**config.mk**
```make
export PLATFORM = sky130hd
export DESIGN_NAME = cpu_load_feature_extractor
export DESIGN_NICKNAME = d
export VERILOG_FILES = /design/src/design/clfe_pkg.sv /design/src/design/clfe_ctrl.sv /design/src/design/clfe_dp.sv /design/src/design/cpu_load_feature_extractor.sv
export SDC_FILE = /design/constraint.sdc
export NUM_CORES = 1
export LEC_CHECK = 0
export BUFFER_PORTS_ARGS = -buffer_cell sky130_fd_sc_hd__buf_2
export CAP_MARGIN = 20
export CORE_UTILIZATION = 50
export DETAILED_ROUTE_END_ITERATION = 8
export MAX_ROUTING_LAYER = met4
export PLACE_DENSITY = 0.78
export SETUP_SLACK_MARGIN = 0.3
export SLEW_MARGIN = 10
export SYNTH_ARGS = -nofsm -noshare
export SYNTH_HDL_FRONTEND = slang
export SYNTH_SLANG_ARGS = --single-unit
```
**constraint.sdc**
```tcl
create_clock -name clk_i -period 6.2 [get_ports clk_i]
set_input_delay 0.62 -clock clk_i [delete_from_list [all_inputs] [get_ports clk_i]]
set_output_delay 0.62 -clock clk_i [all_outputs]
set_load 0.05 [all_outputs]
```
**src/design/clfe_pkg.sv**
```systemverilog
// ----------------------------------------------------------------------------
// clfe_pkg
// Shared types and constants for the cpu load feature extractor.
// ----------------------------------------------------------------------------
`timescale 1ns / 1ps

package clfe_pkg;

  localparam int unsigned InWidth  = 160;
  localparam int unsigned OutWidth = 152;

  localparam logic [10:0] UtilFull    = 11'd1024;
  localparam logic [15:0] CountCap    = 16'hFFFF;
  localparam logic [7:0]  SlopeLimit  = 8'd120;
  localparam logic [6:0]  BoostCap    = 7'd100;
  localparam logic [6:0]  BoostBonus  = 7'd15;
  localparam logic [6:0]  BoostScale  = 7'd100;
  localparam logic [22:0] FrameQ8Num  = 23'd4266496;
  // floor(x * 256 / 10) as (x * 52429) >> 11, exact over the thermal range
  localparam logic [15:0] TenthRecip  = 16'd52429;
  localparam int unsigned DivBits     = 23;
  localparam logic [4:0]  DivFirstBit = 5'(DivBits - 1);

  typedef enum logic [1:0] {
    ST_IDLE,
    ST_CALC,
    ST_DIV,
    ST_DONE
  } clfe_state_e;

  typedef struct packed {
    logic load;
    logic calc;
    logic div_step;
    logic out_load;
  } clfe_cmd_t;

  typedef struct packed {
    logic div_last;
  } clfe_status_t;

endpackage

```
**src/design/clfe_ctrl.sv**
```systemverilog
// ----------------------------------------------------------------------------
// clfe_ctrl
// Sequencer for one sample: latch, update averages, serial divide, hand off.
// ----------------------------------------------------------------------------
`timescale 1ns / 1ps

module clfe_ctrl
  import clfe_pkg::*;
(
  input  logic         clk_i,
  input  logic         rst_ni,
  input  logic         in_valid_i,
  output logic         in_ready_o,
  output logic         out_valid_o,
  input  logic         out_ready_i,
  input  clfe_status_t status_i,
  output clfe_cmd_t    cmd_o
);

  clfe_state_e state_q, state_d;
  logic        out_valid_q, out_valid_d;

  always_ff @(posedge clk_i or negedge rst_ni) begin
    if (!rst_ni) begin
      state_q     <= ST_IDLE;
      out_valid_q <= 1'b0;
    end else begin
      state_q     <= state_d;
      out_valid_q <= out_valid_d;
    end
  end

  always_comb begin
    state_d    = state_q;
    cmd_o      = '0;
    in_ready_o = 1'b0;
    case (state_q)
      ST_IDLE: begin
        in_ready_o = 1'b1;
        if (in_valid_i) begin
          cmd_o.load = 1'b1;
          state_d    = ST_CALC;
        end
      end
      ST_CALC: begin
        cmd_o.calc = 1'b1;
        state_d    = ST_DIV;
      end
      ST_DIV: begin
        cmd_o.div_step = 1'b1;
        if (status_i.div_last) begin
          state_d = ST_DONE;
        end
      end
      ST_DONE: begin
        // output register free once the waiting beat is taken
        if (!out_valid_q || out_ready_i) begin
          cmd_o.out_load = 1'b1;
          state_d        = ST_IDLE;
        end
      end
      default: begin
        state_d = ST_IDLE;
      end
    endcase
  end

  always_comb begin
    out_valid_d = out_valid_q;
    if (cmd_o.out_load) begin
      out_valid_d = 1'b1;
    end else if (out_ready_i) begin
      out_valid_d = 1'b0;
    end
  end

  assign out_valid_o = out_valid_q;

endmodule

```
**src/design/clfe_dp.sv**
```systemverilog
// ----------------------------------------------------------------------------
// clfe_dp
// Datapath: averages, slope, prediction, bit-serial frame divider and the
// output register.
// ----------------------------------------------------------------------------
`timescale 1ns / 1ps

module clfe_dp
  import clfe_pkg::*;
(
  input  logic                clk_i,
  input  logic                rst_ni,
  input  clfe_cmd_t           cmd_i,
  output clfe_status_t        status_o,
  input  logic [InWidth-1:0]  in_data_i,
  output logic [OutWidth-1:0] out_data_o
);

  // latched sample
  logic [11:0] util_q;
  logic [31:0] queue_q, wake_q, frame_q, touch_q;
  logic [7:0]  therm_q, bat_q;

  // running state
  logic [11:0] fast_q, slow_q, prev_q;

  // per-sample results
  logic [7:0]  slope_q;
  logic [10:0] pred_q;
  logic [22:0] therm_prod_q;

  // divider
  logic [22:0] rem_q, quot_q;
  logic [4:0]  bit_idx_q;

  logic [OutWidth-1:0] out_q;

  // ---- average, slope and prediction ----
  logic [13:0] fast_sum;
  logic [14:0] slow_sum;
  logic [11:0] fast_new, slow_new;
  logic signed [12:0] diff;
  logic [7:0]  slope_new;
  logic [6:0]  rise;
  logic [12:0] pred_sum;
  logic [10:0] pred_new;
  logic [6:0]  therm_pos;

  always_comb begin
    fast_sum = 14'({fast_q, 1'b0}) + 14'(fast_q) + 14'(util_q);
    slow_sum = 15'({slow_q, 3'b000}) - 15'(slow_q) + 15'(util_q);
    fast_new = fast_sum[13:2];
    slow_new = slow_sum[14:3];
    diff     = $signed({1'b0, util_q}) - $signed({1'b0, prev_q});
    if (diff > $signed(13'(SlopeLimit))) begin
      slope_new = SlopeLimit;
    end else if (diff < -$signed(13'(SlopeLimit))) begin
      slope_new = -SlopeLimit;
    end else begin
      slope_new = diff[7:0];
    end
    rise     = slope_new[7] ? 7'd0 : 7'(slope_new[6:1]);
    pred_sum = 13'(fast_new) + 13'(rise);
    pred_new = (pred_sum > 13'(UtilFull)) ? UtilFull : pred_sum[10:0];
    therm_pos = (therm_q[7] == 1'b0) ? therm_q[6:0] : 7'd0;
  end

  // ---- restoring divider, one quotient bit a cycle ----
  logic [23:0] trial;
  logic        trial_ge;

  always_comb begin
    trial    = {rem_q, FrameQ8Num[bit_idx_q]};
    trial_ge = {8'd0, trial} >= frame_q;
  end

  assign status_o.div_last = (bit_idx_q == 5'd0);

  // ---- output assembly ----
  logic [17:0] boost_prod;
  logic [6:0]  boost_sum, boost;
  logic [10:0] util_cap;
  logic [15:0] queue_cap, wake_cap, touch_cap;
  logic [22:0] ratio;

  always_comb begin
    boost_prod = 18'(pred_q) * 18'(BoostScale);
    boost_sum  = boost_prod[16:10] +
                 (($signed(slope_q) > $signed(8'(BoostBonus))) ? BoostBonus : 7'd0);
    boost      = (boost_sum > BoostCap) ? BoostCap : boost_sum;
    util_cap   = (util_q > 12'(UtilFull)) ? UtilFull : util_q[10:0];
    queue_cap  = (queue_q > 32'(CountCap)) ? CountCap : queue_q[15:0];
    wake_cap   = (wake_q > 32'(CountCap)) ? CountCap : wake_q[15:0];
    touch_cap  = (touch_q > 32'(CountCap)) ? CountCap : touch_q[15:0];
    ratio      = (frame_q == 32'd0) ? 23'd0 : quot_q;
  end

  always_ff @(posedge clk_i or negedge rst_ni) begin
    if (!rst_ni) begin
      fast_q <= '0;
      slow_q <= '0;
      prev_q <= '0;
    end else if (cmd_i.calc) begin
      fast_q <= fast_new;
      slow_q <= slow_new;
      prev_q <= util_q;
    end
  end

  always_ff @(posedge clk_i) begin
    if (cmd_i.load) begin
      util_q  <= in_data_i[11:0];
      queue_q <= in_data_i[43:12];
      wake_q  <= in_data_i[75:44];
      frame_q <= in_data_i[107:76];
      touch_q <= in_data_i[139:108];
      therm_q <= in_data_i[147:140];
      bat_q   <= in_data_i[155:148];
    end
    if (cmd_i.calc) begin
      slope_q      <= slope_new;
      pred_q       <= pred_new;
      therm_prod_q <= 23'(therm_pos) * 23'(TenthRecip);
      rem_q        <= '0;
      quot_q       <= '0;
      bit_idx_q    <= DivFirstBit;
    end
    if (cmd_i.div_step) begin
      rem_q     <= trial_ge ? 23'(trial - frame_q[23:0]) : trial[22:0];
      quot_q    <= {quot_q[21:0], trial_ge};
      bit_idx_q <= bit_idx_q - 5'd1;
    end
    if (cmd_i.out_load) begin
      out_q <= {bat_q, boost, pred_q, slope_q, slow_q, fast_q,
                therm_prod_q[22:11], ratio, touch_cap, wake_cap, queue_cap, util_cap};
    end
  end

  assign out_data_o = out_q;

endmodule

```
**src/design/cpu_load_feature_extractor.sv**
```systemverilog
// ----------------------------------------------------------------------------
// cpu_load_feature_extractor
// Per-sample load features with fast and slow moving averages of utilisation.
// ----------------------------------------------------------------------------
//  channel  | direction | tdata fields, lowest bit first
//  s_axis   | in        | util_sample, run_queue, wakeup_count, frame_interval,
//           |           | touch_count, therm_headroom, battery_pct
//  m_axis   | out       | util_capped .. battery_out (see port comment)
//
//  A sample passes from accept to result in order: latch, update the averages,
//  run the bit-serial frame ratio divider, then load the output register once
//  that register is free.
//  Reset clears the averages, the previous utilisation, the state and the
//  output valid flag.
//  A result waiting on m_axis does not block the next sample being accepted.
// ----------------------------------------------------------------------------
`timescale 1ns / 1ps

module cpu_load_feature_extractor
  import clfe_pkg::*;
(
  input  logic                clk_i,
  input  logic                rst_ni,
  input  logic                s_axis_tvalid_i,
  output logic                s_axis_tready_o,
  // util_sample[11:0], run_queue[43:12], wakeup_count[75:44], frame_interval[107:76],
  // touch_count[139:108], therm_headroom[147:140], battery_pct[155:148]
  input  logic [InWidth-1:0]  s_axis_tdata_i,
  output logic                m_axis_tvalid_o,
  input  logic                m_axis_tready_i,
  // util_capped[10:0], queue_capped[26:11], wakeups_capped[42:27],
  // touches_capped[58:43], frame_ratio[81:59], thermal_feature[93:82],
  // fast_average[105:94], slow_average[117:106], util_slope[125:118],
  // predicted_load[136:126], boost_chance[143:137], battery_out[151:144]
  output logic [OutWidth-1:0] m_axis_tdata_o
);

  clfe_cmd_t    cmd;
  clfe_status_t status;

  clfe_ctrl u_ctrl (
    .clk_i       (clk_i),
    .rst_ni      (rst_ni),
    .in_valid_i  (s_axis_tvalid_i),
    .in_ready_o  (s_axis_tready_o),
    .out_valid_o (m_axis_tvalid_o),
    .out_ready_i (m_axis_tready_i),
    .status_i    (status),
    .cmd_o       (cmd)
  );

  clfe_dp u_dp (
    .clk_i      (clk_i),
    .rst_ni     (rst_ni),
    .cmd_i      (cmd),
    .status_o   (status),
    .in_data_i  (s_axis_tdata_i),
    .out_data_o (m_axis_tdata_o)
  );

endmodule

```
# Yosys cells after proc, flatten, opt, wreduce, memory -nomap -nowiden
# Memory sizes are Yosys's and may differ from the RTL's. A register that Yosys moved wholly into a read port is not among the register bits.
# Cells that the tools add are included.
# Widths: inputs -> output; s select.
# word_totals
out_inout_bits	154
mem_count	1
rom_bits	32
regBits	440
inputBits	164
# memory_table
name	depth	word_bits	rd	rd_ports_with_merged_regs	write_ports	line_no	text
(no name shown)	32	1	1	1	0	clfe_dp.sv:73	trial = {rem_q, FrameQ8Num[bit_idx_q]};
# classes
eq_ne	6
mul	2
muxes	26
n_reduce_logical	9
add_sub_neg	9
n_lt_le_gt_ge	11
# ops
operator	count
$gt 32x16->1 const B	3
$mux 23	4
$ge 24x32->1	1
$logic_not 32->1	1
$mul 7x16->23 const B	1
$sub 23x23->23	1
$mux 8	2
$add 15x12->15	1
$mul 11x5->15 const B	1
$mux 5	3
$sub 15x12->15	1
$add 13x12->14	1
$add 14x12->14	1
$add 12x7->13	1
$gt 13x11->1 const B	1
$gt 13x8->1 const B	1
$lt 13x8->1 const B	1
$sub 12x12->13	1
$gt 12x11->1 const B	1
$mux 1	10
$gt 8x5->1 const B	1
$pmux 2 s4	1
$add 7x7->7	1
$gt 7x7->1 const B	1
17 further kinds	22

# Logic depth before layout (Yosys ltp)
# Gate-level depths: netlist of the first run.
# depth
ltp_word	7
ltp_mapped	26

# By module
# From an unflattened synthesis of the first run, not the netlist that was laid out.
# hier_totals
cells_unflattened	1565
hier_area_um2	20973.9
# modules_own_cells
mod	area_each_um2	seq_area_each_um2	instances	cells_each
clfe_dp	20747.4	12632.1	1	1544
clfe_ctrl	226.5	75.1	1	21

# Least setup slack after synthesis of the first run
# No wires, ideal clock.
# synth_path
path_type	reg2reg
from	register u_ctrl.state_q[0]
to	register u_dp.bat_q[0], enable pin
arrival_time_ns	4.640
required_ns	5.666
path_stages_with_launch	4
setup_time_ns	0.534
path_slack_ns	1.026
cell_sequence	dfrtp_1 -> inv_1 -> ha_1 -> and2_1
# synth_lines
item	line_no	text
start: declaration	clfe_ctrl.sv:20	clfe_state_e state_q, state_d;
start signal: assignment	clfe_ctrl.sv:28	state_q <= state_d;
end signal: assignment	clfe_dp.sv:118	bat_q <= in_data_i[155:148];
end: declaration	clfe_dp.sv:22	logic [7:0] therm_q, bat_q;

# Worst setup path in the final report of the first run
# layout_path
from	register u_dp.util_q[0]
to	register u_dp.pred_q[0], data pin
# layout_via
elab_chain_cells	7
elab_cells_between_ends	9
# layout_lines
item	line_no	text
start: declaration	clfe_dp.sv:20	logic [11:0] util_q;
start signal: assignment	clfe_dp.sv:112	util_q <= in_data_i[11:0];
$sub 12x12->13	clfe_dp.sv:54	diff = $signed({1'b0, util_q}) - $signed({1'b0, prev_q});
$lt 13x8->1	clfe_dp.sv:57	end else if (diff < -$signed(13'(SlopeLimit))) begin
$mux 8	clfe_dp.sv:57	
$mux 8	clfe_dp.sv:55	if (diff > $signed(13'(SlopeLimit))) begin
$mux 6	clfe_dp.sv:62	rise = slope_new[7] ? 7'd0 : 7'(slope_new[6:1]);
$add 12x7->13 *	clfe_dp.sv:63	pred_sum = 13'(fast_new) + 13'(rise);
$gt 13x11->1	clfe_dp.sv:64	pred_new = (pred_sum > 13'(UtilFull)) ? UtilFull : pred_sum[10:0];
end signal: assignment	clfe_dp.sv:122	pred_q <= pred_new;
end: declaration	clfe_dp.sv:29	logic [10:0] pred_q;
# Mark *: on every way between the ends. The rest lies on a longest branch, timed or not.
# A chain may end at the register's enable or synchronous reset.

==> metrics.txt, run 1 <==
top cells by area, synth=edfxtp_1, ha_1, dfrtp_1; CTS buffer count=46; clock-pin slew on the worst setup and hold paths=about 0.060 ns; Most used DFF post-synth=edfxtp_1; routed length per instance=around 18 um; Post-Synthesis Net Count=~2,000; first-pass GRT wire length=~73,000 um; Tcrit/Tclk final=90.8%; Root Buffer=clkbuf_16; Final Hold Viols=0; synth cell count leaders=edfxtp_1, ha_1, inv_1; initial antenna violation count=3; fin. max-slew vios=0; Fin Setup TNS=0 ns; worst-skew pair later-pin latency=roughly 0.6 ns; post-synth top area share=about 56%; fillers=3,093; Num Clock Sinks=430; GRT Total Usage=approximately 22%; via count=~14,000; mean post-synth cell area=13.1 um^2; Post-synth EDFFs=390; Highest Signal Layer=met4; worst clock skew=0.0265 ns; GRT Residual Overflow=0; unrepaired setup endpoints after global routing=false; area of the die=approximately 43,000 um^2; H-tree Lvls=2; Core ar.=around 41,000 um^2; min Tclk post-route=about 5.6 ns; CP Launch Type=flip-flop; Yosys Warn Count=0; Worst-Margin Slew=approximately 1.1 ns; largest net degree at the start of global routing=76; antenna viol nets, final=0; metal2 WL=approximately 23,000 um; ys async rst share=approximately 9.1%; Post-Syn Instances=around 1,600; Worst Setup End Kind=flip-flop; crit path kind=flip-flop to flip-flop; final wirelength=45,200 um; synthesized cell area=approximately 21,000 um^2; CP arrival=6.03 ns; hold crit path type=input port to flip-flop; vias in the first global route=14,100; #FFs+latches synth=430; post-synthesis cell type count=85; sequential fraction of the synthesis area=60.4%; drt via density=between 5 and 6; DRC viols=0; drt pass-1 iters=6; Final Setup Violations=0; met1 wire length=between 15,000 and 20,000 um; Met3 Wirelength=2240 um; die span in x=~210 um; I/O Buffers=between 300 and 400; fmax=about 180 MHz; I/O pins=318; Rows=74; worst path required time=between 6 and 7 ns; Final Wtd Congestion=just under 0.9; hpwl dp=about 33,000 um; leading area contributor after synthesis=edfxtp_1; most common cell in the synthesized netlist=edfxtp_1; Initial DRC Count=between 800 and 900; Max-slew headroom=~28%; final-stage net count=2,310; Die Height=just over 200 um; status=completed; fraction of layout cells with a size suffix above 1=25.3%; max cap viols=0; CTS tree=done; CTS max path bufs=3; Initial Util=51.1%; Area Growth Syn to Fin=18.5%; CP Max Fanout=7
==> timing repair <==
action,CTS,global route
setup buffers,0,7
resized for setup,1,7
cloned,0,0
hold buffers,0,1
endpoints found under the setup margin,7,10
pin swaps,0,3
endpoints found under the hold margin,0,9
==> cells by family after synthesis <==
group / synth area share [%]
and+or+nand+nor: 11.0
xor gates and xnor gates: 2.84
muxes: 0.820
adders and majority gates: 13.0
buffers and inverters: 3.42
DFF: 60.4
AOI/OAI and AO/OA: 8.63
==> flip-flops by register name, indices dropped and copies added (netlist names), 11 cells and up <==
signal             cells
u_dp.out_data_o      152
u_dp.frame_q          32
u_dp.queue_q          32
u_dp.touch_q          32
u_dp.wake_q           32
u_dp.quot_q           23
u_dp.rem_q            23
u_dp.fast_q           12
u_dp.prev_q           12
u_dp.slow_q           12
u_dp.therm_prod_q     12
u_dp.util_q           12
u_dp.pred_q           11
==> cell usage in the layout (no fill, tap or decap), types with 28 or more instances in the layout <==
cell type	netlist	final
edfxtp_1	390	390
buf_2	6	313
inv_1	154	154
ha_1	154	152
nand2_1	99	99
a21oi_1	92	90
nor2_1	57	56
or2_2	54	54
o21ai_0	50	49
clkbuf_16	0	46
nor2b_1	44	44
fa_1	40	40
dfrtp_1	39	39
xnor2_1	39	38
nor3_1	29	28
and2_1	30	28
==> critical path, cell delays in order (launching register included) <==
cell	delay (ns)
edfxtp_1	0.42
inv_1	0.08
ha_1	0.21
fa_1	0.40
nor2b_1	0.16
o21ai_2	0.09
a21oi_2	0.22
nor2_1	0.10
xor2_2	0.21
nor4_1	0.09
a211o_1	0.35
or4_4	0.54
nor2_1	0.16
ha_1	0.21
inv_1	0.06
fa_1	0.40
nor2b_1	0.12
o21ai_0	0.08
nand2b_1	0.12
a31oi_1	0.19
nor2_2	0.27
o21ai_1	0.15
a211oi_4	0.31
o41ai_4	0.12
buf_4	0.17
a211oi_1	0.23
==> final cells by class <==
cell class | instances | area (um^2) | share of cell area (%)
antenna | 3 | 7.51 | 0.0301
clock buffer | 55 | 1200 | 4.83
clock inverter | 30 | 349 | 1.40
inverter | 155 | 582 | 2.33
multi-input combinational | 984 | 7680 | 30.8
sequential | 430 | 12700 | 50.9
tap | 532 | 666 | 2.67
timing repair buffer | 335 | 1750 | 7.00
==> metal layers <==
| layer | GRT usage, % | vias up |
|---|---|---|
| li1 | - | 6523 |
| met1 | 26.9 | 6618 |
| met2 | 36.9 | 398 |
| met3 | 3.44 | 76 |
| met4 | 7.57 | 0 |
| met5 | - | - |
==> stage by stage <==
| step | cells | util, % | hold slack, ns | worst slack [ns] | cell area (um^2) |
|---|---|---|---|---|---|
| after CTS | 2512 | 60.2 | 0.168 | 0.401 | 24800 |
| after detailed placement | 2427 | 56.5 | 0.405 | 0.325 | 23300 |
| after floorplan | 1604 | - | 0.324 | 1.03 | 21000 |
| after global placement | 2427 | 56.5 | 0.401 | 0.637 | 23300 |
| final | 2524 | 60.5 | 0.199 | 0.572 | 24900 |
| after global routing | 2524 | 60.5 | 0.170 | 0.209 | 24900 |
==> worst paths after layout <==
check	startpoint	end	slack (ns)	depth (start not counted)
max	u_dp.util_q[0]	u_dp.pred_q[0]	0.57	25
min	s_axis_tdata_i[60]	u_dp.wake_q[16]	0.20	1
max reg2reg	u_dp.util_q[0]	u_dp.pred_q[0]	0.57	25
min reg2reg	u_dp.therm_prod_q[11]	u_dp.out_data_o[82]	0.41	0
max in group asynchronous	rst_ni	u_ctrl.out_valid_o	5.26	3
min in group asynchronous	rst_ni	u_dp.fast_q[9]	0.46	2
Power of run 1 is left out: the tool's default activity adds up to more than one toggle a clock period on the data nets, which glitch-free logic cannot reach.
==> inputs of run 2 (changes only) <==
- CELL_PAD_IN_SITES_DETAIL_PLACEMENT: unset -> 2
- CELL_PAD_IN_SITES_GLOBAL_PLACEMENT: unset -> 2
- CORE_UTILIZATION: 50 -> 39
- PLACE_DENSITY: 0.78 -> 0.87
==> run 2 against run 1 <==
Compared with the run above: the run now ends with negative hold slack left; routed wire length up 53%; via count up 5.5%; first-iteration DRC count down 12%.
==> metrics.txt, run 2 (same netlist as run 1, synthesis figures left out) <==
status=finished, violations left; failing checks=negative hold slack; worst-skew pair later-pin latency=0.61 ns (+0.02 ns); Final Setup Violations=0 (unchanged); Num Clock Sinks=430 (unchanged); Setup crit start=u_dp.util_q[1]; antenna viol nets, final=0 (unchanged); I/O pins=318 (unchanged); crit path kind=flip-flop to flip-flop; largest net degree at the start of global routing=65 (-14%); DRC viols=0 (unchanged); clock-pin slew on the worst setup and hold paths=0.07 ns (about the same); drt pass-1 iters=6 (unchanged); most used routing layer=met2; hold crit path type=input port to asynchronous set/reset pin; fmax=179 MHz (+0.55%); final-stage net count=2,317 (+0.30%); most common cell after layout, fill and taps aside=edfxtp_1; Die Height=234 um (+13%); CP dominant cell by count=buf_4; Worst Setup End Kind=flip-flop; drt via density=5.34 (-1.0%); routed length per instance=25.8 um (+44%); CTS tree=done; CP arrival=6.02 ns (about the same); unrepaired setup endpoints after global routing=false; min setup slack post-route=0.603 ns (+0.0311 ns); I/O Buffers=313 (unchanged); hpwl dp=50,800 um (+56%); worst-path cell chain=buf_4 -> ha_1 -> nor2b_1 -> o21a_1 -> o21a_1 -> o211ai_1 -> o22ai_1 -> o2111a_1 -> nor3_1 -> nor3_1 -> buf_4 -> a21oi_1 -> ha_1 -> nor2b_1 -> o21ai_0 -> nand2b_1 -> a31oi_4 -> nand2_1 -> or3_4 -> a211oi_4 -> o41ai_4 -> buf_4 -> a211oi_1; area of the die=54,900 um^2 (+28%); setup slack after placement=0.297 ns (-0.0280 ns); H-tree Lvls=2 (unchanged); Core ar.=53,000 um^2 (+29%); Initial DRC Count=763 (-12%); GRT Residual Overflow=0 (unchanged); Area Growth Syn to Fin=20.0%; Min Hold Slack=-0.0181 ns (-0.217 ns); min Tclk post-route=5.60 ns (-0.0311 ns); GRT Total Usage=25.6% (+3.7 points); Fin Setup TNS=0 ns (unchanged); met2 Use GR=48.1% (+11 points); fraction of layout cells with a size suffix above 1=25.7% (+0.37 points); first-pass GRT wire length=101,000 um (+39%); M3 GR Usage=3.45% (+0.012 points); fin cells=2,690 (+6.6%); Worst-Margin Slew=1.09 ns (+0.0135 ns); max incr delay on CP=0.48 ns (-0.06 ns); Slowest-stage cell, CP=edfxtp_1; WP buf/inv=3 (unchanged); die span in x=234 um (+13%); max reg flops=152 (unchanged); max cap viols=0 (unchanged); Root Buffer=clkbuf_16; Tcrit/Tclk final=90.3% (-0.50 points); CP Max Fanout=7 (unchanged); CTS max path bufs=3 (unchanged); initial antenna violation count=3 (unchanged); most frequent cells in the layout=edfxtp_1, buf_2, inv_1; Initial Util=39.7% (-11 points); worst path required time=6.63 ns (+0.03 ns); Rows=84 (+14%); fin. max-slew vios=0 (unchanged); Placed Cells=2,585 (+6.5%); crit-path leading delay family=compound AO/OA/AOI/OAI gates; CP Launch Type=flip-flop; Final Hold Viols=14 (+14); vias in the first global route=16,200 (+15%); final wirelength=69,300 um (+53%); grt met1 use=27.0% (+0.11 points); RR Startpoint=u_dp.util_q[1]; Final Wtd Congestion=0.829 (-7.3%); Max-slew headroom=27.0% (-0.90 points); via count=14,400 (+5.5%); worst clock skew=0.0285 ns (+0.00203 ns); CTS buffer count=50 (+8.7%)
[run 2: cell count changes in the layout (fill, tap and decap cells not counted), sizes merged]
| cell | before | now |
|---|---|---|
| bufinv | 6 | 3 |
| clkbuf | 55 | 73 |
| inv | 158 | 157 |
| dlygate4sd3 | 1 | 0 |
| buf | 334 | 338 |
| clkinvlp | 3 | 2 |
| clkinv | 18 | 12 |
[run 2: area by class of cell]
cell class / count / area (um^2)
sequential: 430 / 12700
clock buffer: 73 / 1400
fill: 5235 / 27700
multi-input combinational: 984 / 7720
clock inverter: 19 / 211
antenna: 3 / 7.51
tap: 688 / 861
inverter: 155 / 582
timing repair buffer: 338 / 1770
[run 2: layer usage]
metal,up-vias,wire length [um]
li1,6529,-
met3,125,2420
met5,-,0
met4,0,2490
met1,7360,25500
met2,348,38900
[run 2: timing repair]
action,4_1_cts,5_1_grt
setup endpoints to repair,1,7
setup buffers,0,8
cloned,0,0
pin swaps,0,6
hold buffers,0,0
gates resized for setup,2,13
[run 2: final timing paths]
kind	endpoint	slack, ns	cells past startpoint
max	u_dp.pred_q[6]	0.60	23
min	u_dp.prev_q[1]	-0.02	1
max reg2reg	u_dp.pred_q[6]	0.60	23
min reg2reg	u_dp.out_data_o[121]	0.42	0
max in group asynchronous	u_dp.fast_q[9]	5.68	2
min in group clk_i	u_dp.frame_q[13]	0.18	1
[run 2: worst register-to-register path: stages (launching register included)]
cell,delay [ns]
edfxtp_1,0.48
buf_4,0.18
ha_1,0.27
nor2b_1,0.16
o21a_1,0.19
o21a_1,0.21
o211ai_1,0.22
o22ai_1,0.18
o2111a_1,0.29
nor3_1,0.35
nor3_1,0.10
buf_4,0.17
a21oi_1,0.18
ha_1,0.29
nor2b_1,0.15
o21ai_0,0.18
nand2b_1,0.16
a31oi_4,0.31
nand2_1,0.15
or3_4,0.37
a211oi_4,0.29
o41ai_4,0.11
buf_4,0.18
a211oi_1,0.23
[run 2: through the flow]
stage	instance area, um^2	utilization [%]
3_3_place_gp	23500	44.3
3_5_place_dp	23500	44.3
4_1_cts	25100	47.4
5_1_grt	25300	47.7
6_report	25300	47.7
2_1_floorplan	21000	-
Power of run 2 is left out for the same reason.
==> inputs of run 3 (changes only) <==
==> constraint.sdc (replaced) <==
create_clock -name clk_i -period 6.2 [get_ports clk_i]
set_input_delay 1.24 -clock clk_i [delete_from_list [all_inputs] [get_ports clk_i]]
set_output_delay 1.24 -clock clk_i [all_outputs]
set_load 0.05 [all_outputs]
==> run 3 against run 2 <==
Compared with the run above: the run now ends clean; sequential share of layout area grew 0.21 points; global-route usage shrank 0.70 points; critical path depth grew 1; via count shrank 0.62%; critical endpoint is now u_dp.pred_q[3]; sequential cell count is the same; clock-buffer cell count shrank 10; fmax shrank 1.7%; largest cell class unchanged; non-clock buffer count shrank 2.
==> metrics.txt, run 3 (same netlist as run 1, synthesis figures left out) <==
Min Hold Slack=0.422 ns (+0.440 ns); Core ar.=53,000 um^2 (unchanged); most frequent cells in the layout=edfxtp_1, buf_2, inv_1; Final Hold Viols=0 (-14); antenna viol nets, final=0 (unchanged); I/O Buffers=313 (unchanged); CTS buffer count=49 (-2.0%); drt via density=5.32 (-0.43%); initial antenna violation count=4 (+1); Register Area=12,700 um^2 (unchanged); GRT Residual Overflow=0 (unchanged); fillers=5,241 (+0.11%); GRT Total Usage=24.9% (-0.70 points); Num Clock Sinks=430 (unchanged); Final Setup Violations=0 (unchanged); Worst R2R Path Depth=24 (+4.3%); status=completed; Worst Setup End Kind=flip-flop; unrepaired setup endpoints after global routing=false; area of the die=54,900 um^2 (unchanged); FF-to-FF End=u_dp.pred_q[3]; fmax=176 MHz (-1.7%); Area Growth Syn to Fin=19.5%; die span in x=234 um (unchanged); first-pass GRT wire length=98,300 um (-2.7%); R2R setup slack=0.50 ns (-0.10 ns); H-tree Lvls=2 (unchanged); CP arrival=6.11 ns (+0.09 ns); CP Launch Type=flip-flop; Initial DRC Count=663 (-13%); min setup slack post-route=0.504 ns (-0.0996 ns); design area=25,200 um^2 (-0.41%); worst path required time=6.62 ns (about the same); Max-slew headroom=28.3% (+1.2 points); DRC viols=0 (unchanged); min Tclk post-route=5.70 ns (+0.0996 ns); hold crit path type=flip-flop to flip-flop; Initial Util=39.7% (unchanged); Worst Setup EP=u_dp.pred_q[3]; CP Max Fanout=7 (unchanged); worst clock skew=0.0234 ns (-0.00516 ns); worst-skew pair later-pin latency=0.61 ns (about the same); largest net degree at the start of global routing=94 (+45%); most common cell after layout, fill and taps aside=edfxtp_1; final wirelength=67,600 um (-2.6%); setup slack after placement=0.0397 ns (-0.257 ns); routed length per instance=25.2 um (-2.4%); crit path kind=flip-flop to flip-flop; fin. max-slew vios=0 (unchanged); vias in the first global route=16,200 (-0.18%); I/O pins=318 (unchanged); max cap viols=0 (unchanged); cts hold-fix bufs=0 (unchanged); dpl cell area=23,500 um^2 (about the same); Rows=84 (unchanged); final-stage net count=2,314 (-0.13%); Root Buffer=clkbuf_16; Worst-Margin Slew=1.08 ns (-0.0184 ns); RR Startpoint=u_dp.util_q[1]; Die Height=234 um (unchanged); max reg flops=152 (unchanged); Fin Setup TNS=0 ns (unchanged); area of the multi-input gates=7700 um^2 (-0.24%); clock-pin slew on the worst setup and hold paths=0.06 ns (about the same); Setup crit start=u_dp.util_q[1]; drt pass-1 iters=7 (+1); via count=14,300 (-0.62%); CTS max path bufs=3 (unchanged); CTS tree=done; fraction of layout cells with a size suffix above 1=25.5% (-0.24 points); Tcrit/Tclk final=91.9% (+1.6 points); Final Wtd Congestion=0.838 (+1.0%); hpwl dp=49,800 um (-1.9%)
-- run 3: changes by cell type in the layout (fill, tap and decap cells not counted), moves of 2 or more --
cell | before | now
clkbuf_1 | 17 | 12
clkinv_1 | 4 | 9
buf_4 | 23 | 19
clkbuf_8 | 6 | 2
clkinv_4 | 0 | 3
buf_12 | 1 | 3
clkinv_2 | 7 | 9
clkinvlp_4 | 2 | 0
inv_6 | 0 | 2
-- run 3: worst min path at each step --
stage | from | endpoint | slack (ns) | cells after the start
6_report | u_dp.therm_prod_q[13] | u_dp.out_data_o[84] | 0.42 | 0
3_5_place_dp | u_dp.slope_q[1] | u_dp.out_data_o[119] | 0.41 | 0
2_1_floorplan | u_dp.slope_q[0] | u_dp.out_data_o[118] | 0.40 | 0
5_1_grt | u_dp.therm_prod_q[13] | u_dp.out_data_o[84] | 0.43 | 0
3_3_place_gp | u_dp.bat_q[4] | u_dp.out_data_o[148] | 0.40 | 0
4_1_cts | u_dp.slope_q[1] | u_dp.out_data_o[119] | 0.42 | 0
-- run 3: metrics by stage --
step	instances	util (%)
after global routing	2685	47.5
final	2685	47.5
after global placement	2583	44.3
after detailed placement	2583	44.3
after floorplan	1604	-
after CTS	2672	47.2
-- run 3: critical path, cell delays in order, from the launching register on --
cell and delay, ns:
edfxtp_1 0.48, inv_1 0.14, fa_1 0.46, nor2b_2 0.17, o21ai_2 0.08, a21oi_2 0.23, nor2_1 0.10, xor2_2 0.20
nor4_1 0.09, a211o_1 0.34, or4_4 0.54, nor2_1 0.14, ha_2 0.22, inv_1 0.06, fa_1 0.41, nor2b_1 0.15
o21ai_0 0.12, nand2b_1 0.19, a31oi_2 0.17, nor2_2 0.18, o21ai_1 0.13, a211oi_4 0.34, o41ai_4 0.12, buf_4 0.18
a211oi_1 0.26
-- run 3: routing by layer --
metal | vias up | share of wire (%) | track usage (%)
met5 | - | 0 | -
met4 | 0 | 4.4 | 11.2
met3 | 147 | 3.8 | 3.39
met2 | 340 | 55 | 46.5
met1 | 7271 | 37 | 25.9
li1 | 6515 | - | -
-- run 3: area by class of cell --
type / count / area share [%]
Clock inverter: 26 / 0.806
Multi-Input combinational cell: 984 / 30.6
Clock buffer: 63 / 5.16
Sequential cell: 430 / 50.5
Inverter: 155 / 2.31
Tap cell: 688 / 3.42
Antenna cell: 3 / 0.0298
Timing Repair Buffer: 336 / 7.14
-- run 3: timing repair --
item | 4_1_cts | 5_1_grt
pin swaps | 0 | 6
resized for setup | 4 | 8
setup endpoints to repair | 7 | 7
setup buffers | 0 | 8
Power of run 3 is left out for the same reason.
